--- src/rtl/core/awca_pkg.sv ---
// Shared types and constants for the alpha-weighted cell accumulator.
`default_nettype none

package awca_pkg;

  // Request codes
  localparam logic [1:0] REQ_ADD_CELL = 2'd0;
  localparam logic [1:0] REQ_ADD_RUN  = 2'd1;
  localparam logic [1:0] REQ_READ     = 2'd2;
  localparam logic [1:0] REQ_CLEAR    = 2'd3;

  // Cursor width: covers pos + run_length and a store of up to 65536 cells
  localparam int CUR_W = 17;

  // Per-cell sum widths
  localparam int SUM_W   = 32;
  localparam int ALPHA_W = 24;

  typedef struct packed {
    logic [1:0]  req_type;
    logic [11:0] cell_pos;
    logic [12:0] run_length;
    logic [7:0]  red_in;
    logic [7:0]  green_in;
    logic [7:0]  blue_in;
    logic [7:0]  alpha_in;
  } in_item_t;

  typedef struct packed {
    logic       cell_valid;
    logic [7:0] red_out;
    logic [7:0] green_out;
    logic [7:0] blue_out;
    logic [7:0] alpha_out;
  } out_item_t;

  // Classified request passed from front to back
  typedef struct packed {
    logic [1:0]       req;
    logic [CUR_W-1:0] first;
    logic [CUR_W-1:0] stop;
    logic [7:0]       red;
    logic [7:0]       green;
    logic [7:0]       blue;
    logic [7:0]       alpha;
  } cmd_t;

  // Handshake between the front queue and the back engine
  typedef struct packed {
    logic valid;
    cmd_t cmd;
  } cmd_q_t;

endpackage

`default_nettype wire

--- src/rtl/core/awca_front.sv ---
// Front end: accepts requests, classifies them and queues them for the back end.
`default_nettype none

module awca_front import awca_pkg::*; (
  input  wire logic     clk,
  input  wire logic     rst_n,
  input  wire logic     in_push,
  output logic          in_full,
  input  wire in_item_t in_data,
  input  wire logic     init_busy,
  output cmd_q_t        q_head,
  input  wire logic     q_pop
);

  cmd_t       slot_r [2];
  logic       wr_ptr_r, wr_ptr_nxt;
  logic       rd_ptr_r, rd_ptr_nxt;
  logic [1:0] cnt_r, cnt_nxt;
  logic       push_ok;
  logic       pop_ok;
  cmd_t       cls;

  // Classify: a single add is a run of one cell
  always_comb begin
    cls.req   = in_data.req_type;
    cls.first = CUR_W'(in_data.cell_pos);
    cls.red   = in_data.red_in;
    cls.green = in_data.green_in;
    cls.blue  = in_data.blue_in;
    cls.alpha = in_data.alpha_in;
    if (in_data.req_type == REQ_ADD_RUN) begin
      cls.stop = CUR_W'(in_data.cell_pos) + CUR_W'(in_data.run_length);
    end else begin
      cls.stop = CUR_W'(in_data.cell_pos) + CUR_W'(1);
    end
  end

  assign in_full = (cnt_r == 2'd2) || init_busy;
  assign push_ok = in_push && !in_full;
  assign pop_ok  = q_pop && (cnt_r != 2'd0);

  assign q_head.valid = (cnt_r != 2'd0);
  assign q_head.cmd   = slot_r[rd_ptr_r];

  // Queue pointers
  always_comb begin
    wr_ptr_nxt = wr_ptr_r ^ push_ok;
    rd_ptr_nxt = rd_ptr_r ^ pop_ok;
    cnt_nxt    = cnt_r + {1'b0, push_ok} - {1'b0, pop_ok};
  end

  always_ff @(posedge clk) begin
    if (!rst_n) begin
      wr_ptr_r <= 1'b0;
      rd_ptr_r <= 1'b0;
      cnt_r    <= 2'd0;
    end else begin
      wr_ptr_r <= wr_ptr_nxt;
      rd_ptr_r <= rd_ptr_nxt;
      cnt_r    <= cnt_nxt;
    end
  end

  // Queue storage
  always_ff @(posedge clk) begin
    if (push_ok) begin
      slot_r[wr_ptr_r] <= cls;
    end
  end

endmodule

`default_nettype wire

--- config.mk ---
export PLATFORM = sky130hd
export DESIGN_NAME = awca_front
export DESIGN_NICKNAME = d
export VERILOG_FILES = /design/src/rtl/core/awca_pkg.sv /design/src/rtl/core/awca_front.sv
export SDC_FILE = /design/constraint.sdc
export NUM_CORES = 1
export LEC_CHECK = 0
export ABC_AREA = 1
export ABC_CLOCK_PERIOD_IN_PS = 2400
export BUFFER_PORTS_ARGS = -buffer_cell sky130_fd_sc_hd__buf_2
export CAP_MARGIN = 0
export CORE_MARGIN = 3
export CORE_UTILIZATION = 35
export DETAILED_ROUTE_END_ITERATION = 10
export PLACE_DENSITY = 0.54
export SETUP_SLACK_MARGIN = 0.5
export SYNTH_ARGS = -nofsm -noshare
export SYNTH_HDL_FRONTEND = slang
export SYNTH_SLANG_ARGS = --single-unit
--- constraint.sdc ---
create_clock -name clk -period 2.4 [get_ports clk]
set_input_delay 0.12 -clock clk [delete_from_list [all_inputs] [get_ports clk]]
set_output_delay 0.12 -clock clk [all_outputs]
set_load 0.05 [all_outputs]
### Word level (Yosys, flattened, before mapping)

Memory sizes are Yosys's and may differ from the RTL's. A register that Yosys moved wholly into a read port is not among the register bits.
Cells that the tools add are included.

| storage, ports and cells | value |
|---|---|
| register bits after elaboration | 4 |
| bits in latches | 0 |
| bits in writable memories | 120 |
| memory bits (read-only) | 0 |
| bits of input ports | 64 |
| logic and storage cells | 21 |
| memories | 1 |

| operators by class | value |
|---|---|
| add/subtract/negate cells | 4 |
| multiply operators | 0 |
| divide/modulo/power cells | 0 |
| order comparisons | 0 |
| equal/unequal tests | 2 |
| shifts and indexed selects | 0 |
| multiplexer cells | 4 |
| bitwise logic cells | 2 |
| reductions and logical operators | 5 |

Memories:

| name | words | width | read ports | clocked after memory_dff | write ports | line | source |
|---|---|---|---|---|---|---|---|
| slot_r | 2 | 60 | 1 | 1 | 1 | awca_front.sv:15 | `cmd_t slot_r [2];` |

Operators by type and width:

| kind | count |
|---|---|
| $add 12x13->14 | 1 |
| $mux 14 | 1 |
| $add 12x1->13 const B | 1 |
| $mux 1 | 3 |
| $add 2x1->2 | 1 |
| $eq 2x1->1 const B | 1 |
| $eq 2x2->1 const B | 1 |
| $logic_and 1x1->1 | 2 |
| $reduce_bool 2->1 | 1 |
| $sub 2x1->2 | 1 |
| $xor 1x1->1 | 2 |
| $logic_not 1->1 | 1 |
| $logic_or 1x1->1 | 1 |

### Logic depth before layout (Yosys ltp)

Gate-level depths: netlist of run 1.

| logic depth | value |
|---|---|
| word-level depth | 6 |
| mapped depth | 10 |
| mapped depth without buffers | 10 |

### Worst setup path before layout of run 1

OpenSTA, ideal clock, no wires.

| timing path | value |
|---|---|
| path type | register to register |
| start point | reg cnt_r[1] |
| end point | mem slot_r[1][0] (netlist bit) (enable) |
| library setup time | 0.424 ns |
| data arrival time | 2.465 ns |
| required time | 1.976 ns |
| slack | -0.489 ns |
| cell stages (with the launch flop) | 5 |
| path buffers | 0 |
| period minus slack after synthesis | 2.889 ns |
| path through | dfxtp_1 > inv_1 > o21bai_1 > nor2_1 > ha_1 |

| on the way | value |
|---|---|
| word-level cells in the longest chain between the ends | 6 |

RTL lines:

| element | line | source |
|---|---|---|
| start: declaration | awca_front.sv:18 | `logic [1:0] cnt_r, cnt_nxt;` |
| start signal: assignment | awca_front.sv:60 | `cnt_r <= cnt_nxt;` |
| $eq 2x2->1 | awca_front.sv:38 | `assign in_full = (cnt_r == 2'd2) \|\| init_busy;` |
| $logic_or 1x1->1 | awca_front.sv:38 |  |
| via in_full | awca_front.sv:8 | `output logic in_full,` |
| $logic_not 1->1 | awca_front.sv:39 | `assign push_ok = in_push && !in_full;` |
| $logic_and 1x1->1 | awca_front.sv:39 |  |
| $mux 1 | awca_front.sv:66 | `if (push_ok) begin` |
| $mux 1 (not written as such) | awca_front.sv:67 | `slot_r[wr_ptr_r] <= cls;` |
| end: declaration | awca_front.sv:15 |  |

The timed path passes the listed nets, and every way through them passes these cells.

==> results of run 1 <==
[what timing repair did]
action                                  CTS  global route
hold endpoints to repair                 91             0
gates resized for setup                   2            12
endpoints found under the setup margin   37            15
hold buffers                             44             0
pin swaps                                 0             0
[worst min-delay path by stage]
stage | startpoint | end | slack [ns] | depth (start not counted)
after CTS | in_data[46] | slot_r[0][47] | 0.02 | 1
after detailed placement | in_data[24] | slot_r[0][24] | 0.31 | 1
after floorplan | rst_n | cnt_r[0] | 0.21 | 2
after global placement | in_data[2] | slot_r[0][2] | 0.31 | 1
final | in_data[46] | slot_r[0][47] | 0.05 | 1
after global routing | in_data[47] | slot_r[0][48] | 0.03 | 1
[cells in the mapped netlist (3+ instances only)]
cell	instances
a21oi_1	12
buf_2	7
buf_4	9
dfxtp_1	5
edfxtp_1	120
ha_1	17
inv_1	47
mux2_2	60
nand2_1	77
nand3_1	19
nand3_2	4
nand4_1	4
nor2_1	20
nor3_1	5
o21ai_0	6
o21ai_1	7
o21bai_1	3
xnor2_1	3
[metal layers]
metal | routed length, µm | up-vias
met1 | 5300 | 1817
met5 | 0 | -
met2 | 5870 | 121
met3 | 868 | 14
met4 | 137 | 0
li1 | - | 1915
[area by class of cell]
type / instances / area (µm²) / area share, %
clock inverters: 12 / 98.8 / 1.29
inverters: 49 / 184 / 2.39
repair buffers: 174 / 1130 / 14.7
well taps: 216 / 270 / 3.52
flip-flops and latches: 125 / 3700 / 48.2
multi-input cells: 260 / 1860 / 24.2
clock buffers: 19 / 433 / 5.64
[power breakdown]
part	internal, mW	switching (mW)	total (mW)
registers	2.62	0.0499	2.67
logic	0.788	1.86	2.64
clock network	1.40	0.863	2.27
[registers in the layout, summed over array words and instances, names as in the netlist, named ones only]
| name | flops |
|---|---|
| cnt_r | 2 |
| rd_ptr_r | 1 |
| slot_r | 120 |
| wr_ptr_r | 1 |
[kinds of logic after synthesis]
group	count (synthesis)
and+or+nand+nor	136
DFF	125
buffers and inverters	66
xor gates and xnor gates	5
muxes	60
AOI/OAI and AO/OA	33
other	1
adders and majority gates	18
==> key figures, run 1 <==
STA
  – Setup repair after global routing missed its margin: no
  – Worst hold margin: 0.0457 ns
  – Final number of hold-violating endpoints: 0
  – FMAX: 554 MHz
  – Skew final: 0.00662 ns
  – Final worst-path cycle share: 75.2%
  – Fin crit period: 1.80 ns
  – Setup_tns: 0 ns
  – Fin worst setup slack: 0.596 ns
  – Final setup fails: 0
  – Max Transition Viols Final: 0

Route
  – ANT nets after route: 0
  – 1st-iter DRT viols: 167
  – Router iterations before antenna repair: 4
  – Wirelength per Cell: 14.2 µm
  – WL final: 12200 µm
  – DR vias: 3867
  – DRC violations left: 0
  – Vias per cell: 4.52

Die
  – Horiz. Die Dim: 134 µm
  – DIE HEIGHT: 134 µm
  – I/O pins: 134
  – Initial Util: 36.0%
  – Core footprint: 15900 µm²
  – Cell Rows: 46
  – Die area: 18000 µm²

Worst setup path
  – CP top delay family: buffers and inverters
  – Startpoint type of the worst setup path: register
  – CP required: 2.28 ns
  – CP endpoint kind: output pin
  – CP Data Arrival Time: 1.68 ns
  – Setup CP Type: reg -> out
  – Reg2Reg Depth: 9
  – Reg2reg end: cnt_r[1]
  – Critical path depth: 3
  – FF-to-FF setup slack: 0.62 ns
  – Crit-path cells: buf_6 > mux2_2 > buf_2
  – Reg-to-reg startpoint: cnt_r[0]
  – Max incr delay on CP: 0.41 ns
  – CP Max Fanout: 36
  – CP bufs+invs: 2
  – End point of the critical path: q_head[39]
  – Critical Path Slowest Stage Cell: mux2_2

Synth
  – Top cell type's share of synthesized area: 62.9%
  – Mapped cell area: 5730 µm²
  – Post-synthesis adder-cell area fraction: 4.06%
  – Number of synthesized register bits: 125
  – Primary FF master, synth: edfxtp_1
  – Xor/xnor share of the synthesized area: 0.764%
  – Synthesized instance count: 444
  – Number of flops mapped to enable cells by yosys: 120
  – Post-synthesis mux area share: 11.8%
  – Library cells used by synthesis: 30
  – Synth Area in Compound Gates: 3.14%
  – Sequential share of the synthesized area: 64.6%
  – Largest family of logic cells by synthesized area: multiplexers
  – Post-synthesis simple-gate area fraction: 10.5%
  – Top cell type by total area after synthesis: edfxtp_1
  – Ys Warns: 0
  – Mapped Avg Cell Area: 12.9 µm²
  – Dominant cells by area after synthesis: edfxtp_1 (63%), mux2_2 (12%), nand2_1 (5.0%)
  – Ys async rst share: 0%

Layout
  – Antenna fix cells: 0
  – Non-Filler Instances: 855
  – Syn-to-layout area delta: 34.0%
  – FILL cells: 1457
  – Proportion of layout cells with a drive suffix above 1: 38.3%
  – Nets: 709
  – Most frequent cells in the layout: buf_2 (125), edfxtp_1 (120), nand2_1 (77)
  – Final Cell Area: 7680 µm²
  – Final Util: 48.2%
  – Commonest non-fill, non-tap cell in the layout: buf_2

Job
  – # Max-Cap Violations: 0

Pwr
  – Design Power: 7.59 mW
  – P per Cell Area: 988 nW/µm²
  – Leakage power: 3.11 nW
  – Worst vdd rail ir drop: 472 µV

Clock network
  – Cts bufs inserted: 17
  – Reg clk slew, reported paths: 0.05 ns
  – Clk Latency, worst-skew pair: 0.40 ns
  – Setup Buffers After CTS: 0
  – CTS Buffer Depth: 2
  – Clock Sinks: 125
  – CTS tree: done
  – H-tree levels: 4
  – Root buffer cell: clkbuf_16

GRT
  – Met2 Usage GRT: 23.3%
  – Vias in the first global route: 3998
  – Grt ovf: 0
  – Met1 GRT Util: 17.9%
  – GR peak layer: met2
  – Pin count of the biggest net entering global routing: 61
  – Initial antenna violation count: 0
  – Met3 usage: 4.13%
  – Total global-route track usage: 14.0%
  – First-pass GRT wire length: 19600 µm

Worst hold path
  – HP Class: in -> reg

Placement
  – Detail Placement HPWL: 8320 µm
  – Area post-placement: 6650 µm²
  – Placed cells: 780
  – Gp weighted congestion: 0.874
  – I/O Buffers: 125
  – DP Worst Slack: 0.472 ns

Run status
  – Status: completed
Power figures use the tool's default switching activity.
==> run 2: changes to the inputs <==
--- a/config.mk
+++ b/config.mk
@@ -5,14 +5,14 @@
 export SDC_FILE = /design/constraint.sdc
 export NUM_CORES = 1
 export LEC_CHECK = 0
-export ABC_AREA = 1
-export ABC_CLOCK_PERIOD_IN_PS = 2400
+export ABC_AREA = 0
+export ABC_CLOCK_PERIOD_IN_PS = 1740
 export BUFFER_PORTS_ARGS = -buffer_cell sky130_fd_sc_hd__buf_2
 export CAP_MARGIN = 0
 export CORE_MARGIN = 3
 export CORE_UTILIZATION = 35
 export DETAILED_ROUTE_END_ITERATION = 10
-export PLACE_DENSITY = 0.54
+export PLACE_DENSITY = 0.52
 export SETUP_SLACK_MARGIN = 0.5
 export SYNTH_ARGS = -nofsm -noshare
 export SYNTH_HDL_FRONTEND = slang
==> constraint.sdc (replaced) <==
create_clock -name clk -period 1.74 [get_ports clk]
set_input_delay 0.087 -clock clk [delete_from_list [all_inputs] [get_ports clk]]
set_output_delay 0.087 -clock clk [all_outputs]
set_load 0.05 [all_outputs]
==> run 2 against run 1 <==
Largest cell class unchanged. Worst setup slack worse by 0.52 ns. Sequential cell count stayed put. Highest routed layer unchanged. Routed wire length rose by 19%. Critical path type unchanged. Cell count shrank 2.7%.
==> key figures, run 2 <==
Run status
  – Status: completed

Synth
  – Synthesized instance count: 350 (-21%)
  – Primary FF master, synth: edfxtp_1
  – Dominant cells by area after synthesis: edfxtp_1 (66%), mux2_2 (12%), ha_1 (3.9%)
  – Top cell type by total area after synthesis: edfxtp_1
  – Most numerous cell in the Yosys netlist: edfxtp_1
  – Mapped cell area: 5490 µm² (-4.3%)
  – Sequential share of the synthesized area: 67.5% (+2.9 points)
  – Library cells used by synthesis: 43 (+43%)
  – Number of flops mapped to enable cells by yosys: 120 (unchanged)
  – Mapped Avg Cell Area: 15.7 µm² (+21%)
  – Ys Warns: 0 (unchanged)
  – Top cell type's share of synthesized area: 65.7% (+2.8 points)
  – Post-synth top cells: edfxtp_1 (120), mux2_2 (60), nand2_1 (21), ha_1 (17)
  – Number of synthesized register bits: 125 (unchanged)
  – Ys async rst share: 0% (unchanged)

Route
  – DRC violations left: 0 (unchanged)
  – WL final: 14400 µm (+19%)
  – 1st-iter DRT viols: 189 (+13%)
  – ANT nets after route: 0 (unchanged)
  – Wirelength per Cell: 17.3 µm (+22%)
  – Vias per cell: 4.63 (+2.4%)
  – Router iterations before antenna repair: 4 (unchanged)
  – DR vias: 3853 (-0.36%)

Die
  – DIE HEIGHT: 131 µm (-2.1%)
  – Core footprint: 15300 µm² (-4.3%)
  – Cell Rows: 45 (-2.2%)
  – Horiz. Die Dim: 131 µm (-2.1%)
  – Die area: 17200 µm² (-4.1%)
  – Initial Util: 36.0% (about the same)
  – I/O pins: 134 (unchanged)

Worst setup path
  – CP Data Arrival Time: 1.58 ns (-0.10 ns)
  – Max incr delay on CP: 0.37 ns (-0.04 ns)
  – Reg2Reg Depth: 8 (-1)
  – Crit-path cells: buf_4 > clkbuf_16 > mux2_2 > buf_6
  – Critical Path Slowest Stage Cell: dfxtp_4
  – FF-to-FF setup slack: 0.08 ns (-0.54 ns)
  – CP required: 1.65 ns (-0.63 ns)
  – CP Max Fanout: 5 (-86%)
  – CP endpoint kind: output pin
  – Setup CP Type: reg -> out
  – End point of the critical path: q_head[6]
  – Startpoint type of the worst setup path: register
  – Reg2reg end: cnt_r[1]
  – Reg-to-reg startpoint: cnt_r[0]

Layout
  – Nets: 690 (-2.7%)
  – Syn-to-layout area delta: 70.9%
  – Multi-input gate area: 2010 µm² (+8.2%)
  – Register with the most flip-flops: slot_r
  – Antenna fix cells: 0 (unchanged)
  – Largest register FFs: 120 (unchanged)
  – Proportion of layout cells with a drive suffix above 1: 56.2% (+18 points)
  – Sequential Area: 3710 µm² (+0.14%)
  – Commonest non-fill, non-tap cell in the layout: edfxtp_1
  – Most frequent cells in the layout: edfxtp_1 (120), buf_6 (78), buf_2 (61)
  – FILL cells: 1117 (-23%)
  – Regs by FF count: slot_r x120, cnt_r x2

GRT
  – Met2 Usage GRT: 30.2% (+6.9 points)
  – Pin count of the biggest net entering global routing: 19 (-69%)
  – Initial antenna violation count: 0 (unchanged)
  – Total global-route track usage: 16.9% (+2.9 points)
  – First-pass GRT wire length: 22600 µm (+15%)
  – Met3 usage: 3.71% (-0.41 points)
  – Vias in the first global route: 4211 (+5.3%)
  – Grt ovf: 0 (unchanged)
  – GR peak layer: met2
  – Met1 GRT Util: 19.4% (+1.6 points)

Pwr
  – Leakage power: 3.64 nW (+17%)
  – P per Cell Area: 1330 nW/µm² (+34%)
  – Worst vdd rail ir drop: 747 µV (+58%)
  – Design Power: 12.4 mW (+64%)

STA
  – Final setup fails: 0 (unchanged)
  – Setup repair after global routing missed its margin: yes
  – FMAX: 600 MHz
  – Max Transition Viols Final: 0 (unchanged)
  – Setup_tns: 0 ns (unchanged)
  – Final worst-path cycle share: 95.8%
  – Final number of hold-violating endpoints: 0 (unchanged)
  – Fin worst setup slack: 0.0736 ns (-0.523 ns)
  – Fin crit period: 1.67 ns
  – Skew final: 0.00602 ns (-0.000603 ns)

Worst hold path
  – HP Start: in_data[45]
  – HP Class: in -> reg
  – WHS Path Cells: 2 (+1)

Job
  – # Max-Cap Violations: 0 (unchanged)

Clock network
  – Clk Latency, worst-skew pair: 0.41 ns (about the same)
  – Root buffer cell: clkbuf_16
  – CTS Buffer Depth: 2 (unchanged)
  – Clock Sinks: 125 (unchanged)
  – Cts bufs inserted: 17 (unchanged)
  – Reg clk slew, reported paths: 0.05 ns (about the same)
  – CTS tree: done
  – H-tree levels: 4 (unchanged)

Placement
  – Detail Placement HPWL: 8110 µm (-2.6%)
  – DP Worst Slack: -0.170 ns (-0.643 ns)
  – I/O Buffers: 125 (unchanged)
  – Gp weighted congestion: 0.824 (-5.7%)
-- run 2: changes by cell type after synthesis, moves of 4 or more --
cell	change
nand2_1	-56
nor2_1	-12
o21ai_0	+4
nor2b_1	+4
nand3_2	-4
nand3_1	-11
o21ai_1	-6
xor2_1	+6
buf_1	+6
xnor2_1	+9
buf_2	-7
inv_1	-40
-- run 2: cell type report --
| type | instances | area share (%) |
|---|---|---|
| Clock buffer | 18 | 4.58 |
| Sequential cell | 125 | 39.6 |
| Multi-Input combinational cell | 207 | 21.4 |
| Clock inverter | 14 | 1.80 |
| Tap cell | 211 | 2.82 |
| Inverter | 7 | 0.307 |
| Timing Repair Buffer | 250 | 29.5 |
-- run 2: how the worst min path moves through the flow --
stage	end	slack (ns)
after floorplan	slot_r[0][0]	0.19
after detailed placement	slot_r[1][3]	0.28
after global placement	slot_r[0][24]	0.28
after CTS	slot_r[0][46]	0.002
final	slot_r[1][46]	0.01
after global routing	slot_r[0][46]	0.02
-- run 2: logic make-up after synthesis --
family | Yosys count | share of synthesized area [%]
and+or+nand+nor | 59 | 5.22
adders and majority gates | 18 | 4.24
muxes | 60 | 12.3
DFF | 125 | 67.5
buffers and inverters | 25 | 2.26
AOI/OAI and AO/OA | 42 | 5.20
other | 1 | 0.0683
xor gates and xnor gates | 20 | 3.19
-- run 2: per-layer routing --
metal,vias up,wire length (µm)
met5,-,0
met4,0,441
met3,27,663
met2,119,7560
met1,1859,5760
li1,1848,-
-- run 2: what timing repair did --
action | CTS | global route
setup endpoints to repair | 200 | 202
pin swaps | 14 | 5
resized for setup | 178 | 29
buffers inserted | 29 | 3
hold endpoints to repair | 75 | 0
hold buffers | 36 | 0
cloned | 16 | 5
-- run 2: worst max-delay path, delay by kind of cell, from the launching register on --
family	cells	cell delay, ns
flops	1	0.37
buf+inv	3	0.45
mux	1	0.34
-- run 2: metrics by stage --
| stage | hold WS (ns) | util (%) | cell area, µm² | std cells |
|---|---|---|---|---|
| after global routing | 0.0206 | 61.4 | 9380 | 832 |
| after floorplan | 0.186 | - | 5710 | 357 |
| final | 0.0109 | 61.4 | 9380 | 832 |
| after CTS | 0.00203 | 59.6 | 9090 | 824 |
| after detailed placement | 0.279 | 44.7 | 6820 | 711 |
| after global placement | 0.276 | 44.7 | 6820 | 711 |
-- run 2: power breakdown --
| part | switching, mW | internal [mW] | total, mW |
|---|---|---|---|
| combinational | 2.73 | 2.47 | 5.20 |
| sequential | 0.0953 | 3.60 | 3.70 |
| clock | 1.28 | 2.25 | 3.53 |
| total | 4.11 | 8.33 | 12.4 |
==> run 3: changes to the inputs <==
--- a/config.mk
+++ b/config.mk
@@ -12,7 +12,8 @@
 export CORE_MARGIN = 3
 export CORE_UTILIZATION = 35
 export DETAILED_ROUTE_END_ITERATION = 10
-export PLACE_DENSITY = 0.52
+export GPL_TIMING_DRIVEN = 0
+export PLACE_DENSITY = 0.65
 export SETUP_SLACK_MARGIN = 0.5
 export SYNTH_ARGS = -nofsm -noshare
 export SYNTH_HDL_FRONTEND = slang
==> run 3 against run 2 <==
Die area stayed put. Worst setup slack worse by 0.036 ns. Total power rose by 1.3%. Sequential share of layout area hardly changed. Cell count shrank 1.8%. First-iteration DRC count fell by 19%. Clock skew is 0.0012 ns lower. Register-to-register slack got worse by 0.04 ns. Critical path type unchanged. Critical endpoint is now q_head[18]. Routed wire length increased by 7.1%. Cell area hardly changed. Via count is 2.8% higher. Highest routed layer unchanged.
==> key figures, run 3 (synthesized netlist as in run 2, its figures left out) <==
Layout
  – Regs by FF count: slot_r x120, cnt_r x2
  – Nets: 675 (-2.2%)
  – Largest register FFs: 120 (unchanged)
  – Proportion of layout cells with a drive suffix above 1: 54.1% (-2.1 points)
  – Most frequent cells in the layout: edfxtp_1 (120), buf_2 (57), buf_8 (52)
  – FILL cells: 1117 (unchanged)
  – Syn-to-layout area delta: 70.8% (about the same)
  – Commonest non-fill, non-tap cell in the layout: edfxtp_1
  – Antenna fix cells: 0 (unchanged)
  – Register with the most flip-flops: slot_r
  – Non-Filler Instances: 817 (-1.8%)
  – Final Cell Area: 9370 µm² (about the same)

GRT
  – Vias in the first global route: 4189 (-0.52%)
  – First-pass GRT wire length: 23100 µm (+2.4%)
  – Pin count of the biggest net entering global routing: 17 (-2)
  – Grt ovf: 0 (unchanged)
  – Initial antenna violation count: 0 (unchanged)
  – Total global-route track usage: 17.6% (+0.69 points)

Route
  – WL final: 15400 µm (+7.1%)
  – 1st-iter DRT viols: 154 (-19%)
  – DRC violations left: 0 (unchanged)
  – ANT nets after route: 0 (unchanged)
  – Router iterations before antenna repair: 4 (unchanged)
  – Vias per cell: 4.85 (+4.7%)
  – DR vias: 3962 (+2.8%)
  – Wirelength per Cell: 18.9 µm (+9.0%)

Worst setup path
  – FF-to-FF setup slack: 0.04 ns (-0.04 ns)
  – CP required: 1.65 ns (about the same)
  – Setup CP Type: reg -> out
  – CP endpoint kind: output pin
  – CP Data Arrival Time: 1.62 ns (+0.04 ns)
  – CP Max Fanout: 10 (+5)
  – Startpoint type of the worst setup path: register

Die
  – Horiz. Die Dim: 131 µm (unchanged)
  – Initial Util: 36.0% (unchanged)
  – DIE HEIGHT: 131 µm (unchanged)
  – Die area: 17200 µm² (unchanged)
  – I/O pins: 134 (unchanged)
  – Cell Rows: 45 (unchanged)
  – Core footprint: 15300 µm² (unchanged)

STA
  – Final number of hold-violating endpoints: 0 (unchanged)
  – Skew final: 0.00479 ns (-0.00123 ns)
  – Final setup fails: 0 (unchanged)
  – Setup_tns: 0 ns (unchanged)
  – Final worst-path cycle share: 97.9% (+2.1 points)
  – Fin crit period: 1.70 ns (+0.0362 ns)
  – Max Transition Viols Final: 0 (unchanged)
  – Worst hold margin: 0.0939 ns (+0.0829 ns)
  – Setup repair after global routing missed its margin: yes
  – FMAX: 587 MHz (-2.1%)

Pwr
  – Leakage power: 3.60 nW (-1.1%)
  – P per Cell Area: 1340 nW/µm² (+1.4%)
  – Worst vdd rail ir drop: 727 µV (-2.7%)
  – Design Power: 12.6 mW (+1.3%)

Clock network
  – Root buffer cell: clkbuf_16
  – Clk Latency, worst-skew pair: 0.41 ns (about the same)
  – H-tree levels: 4 (unchanged)
  – CTS Buffer Depth: 2 (unchanged)
  – Reg clk slew, reported paths: 0.05 ns (about the same)
  – Clock Sinks: 125 (unchanged)
  – CTS tree: done
  – Cts bufs inserted: 17 (unchanged)

Placement
  – Placed cells: 693 (-2.5%)
  – Gp weighted congestion: 0.840 (+1.9%)
  – Area post-placement: 6600 µm² (-3.2%)
  – Detail Placement HPWL: 8010 µm (-1.2%)
  – I/O Buffers: 125 (unchanged)

Job
  – # Max-Cap Violations: 0 (unchanged)

Worst hold path
  – HP Class: in -> reg

Run status
  – Status: completed
run 3: timing repair:
action                                  in CTS  in global routing
setup buffers                               29                  7
gates resized for setup                    212                 87
hold buffers                                47                  0
pin swaps                                   12                 10
endpoints found under the hold margin       97                  0
cloned                                       8                  1
endpoints found under the setup margin     198                206
run 3: area by class of cell:
| class | count | area [µm²] | share of cell area (%) |
|---|---|---|---|
| Tap cell | 211 | 264 | 2.82 |
| Sequential cell | 125 | 3710 | 39.6 |
| Inverter | 7 | 31.3 | 0.334 |
| Clock inverter | 13 | 149 | 1.59 |
| Clock buffer | 19 | 433 | 4.62 |
| Multi-Input combinational cell | 207 | 2100 | 22.4 |
| Buffer | 18 | 223 | 2.38 |
| Timing Repair Buffer | 217 | 2460 | 26.3 |
run 3: metrics by stage:
stage / setup slack, ns / util (%)
CTS: 0.0270 / 58.7
floorplan: 0.0235 / -
finish: 0.0373 / 61.4
detailed placement: -0.307 / 43.3
global placement: -0.262 / 43.3
global route: -0.0228 / 61.4
run 3: path summary, 6_finish.rpt:
kind | from | end | cells after the start
max | register | q_head[18] | 4
min | in_data[44] | slot_r[0][45] | 3
max reg2reg | cnt_r[1] | cnt_r[1] | 8
min reg2reg | rd_ptr_r | register | 2
run 3: critical path: stages (launching register included):
cell	delay, ns
dfxtp_2	0.34
clkbuf_16	0.19
buf_12	0.15
mux2_2	0.36
buf_8	0.16
run 3: where the power goes:
group	internal, mW	switching, mW	leakage, nW
Combinational	2.62	2.81	2.18
Clock	2.23	1.25	0.279
Sequential	3.60	0.0874	1.14
Total	8.45	4.15	3.60
run 3: metal layers:
layer	GRT usage, %	wire, µm
met5	0	0
met4	7.12	434
met3	5.44	939
met2	29.4	7740
met1	21.4	6330
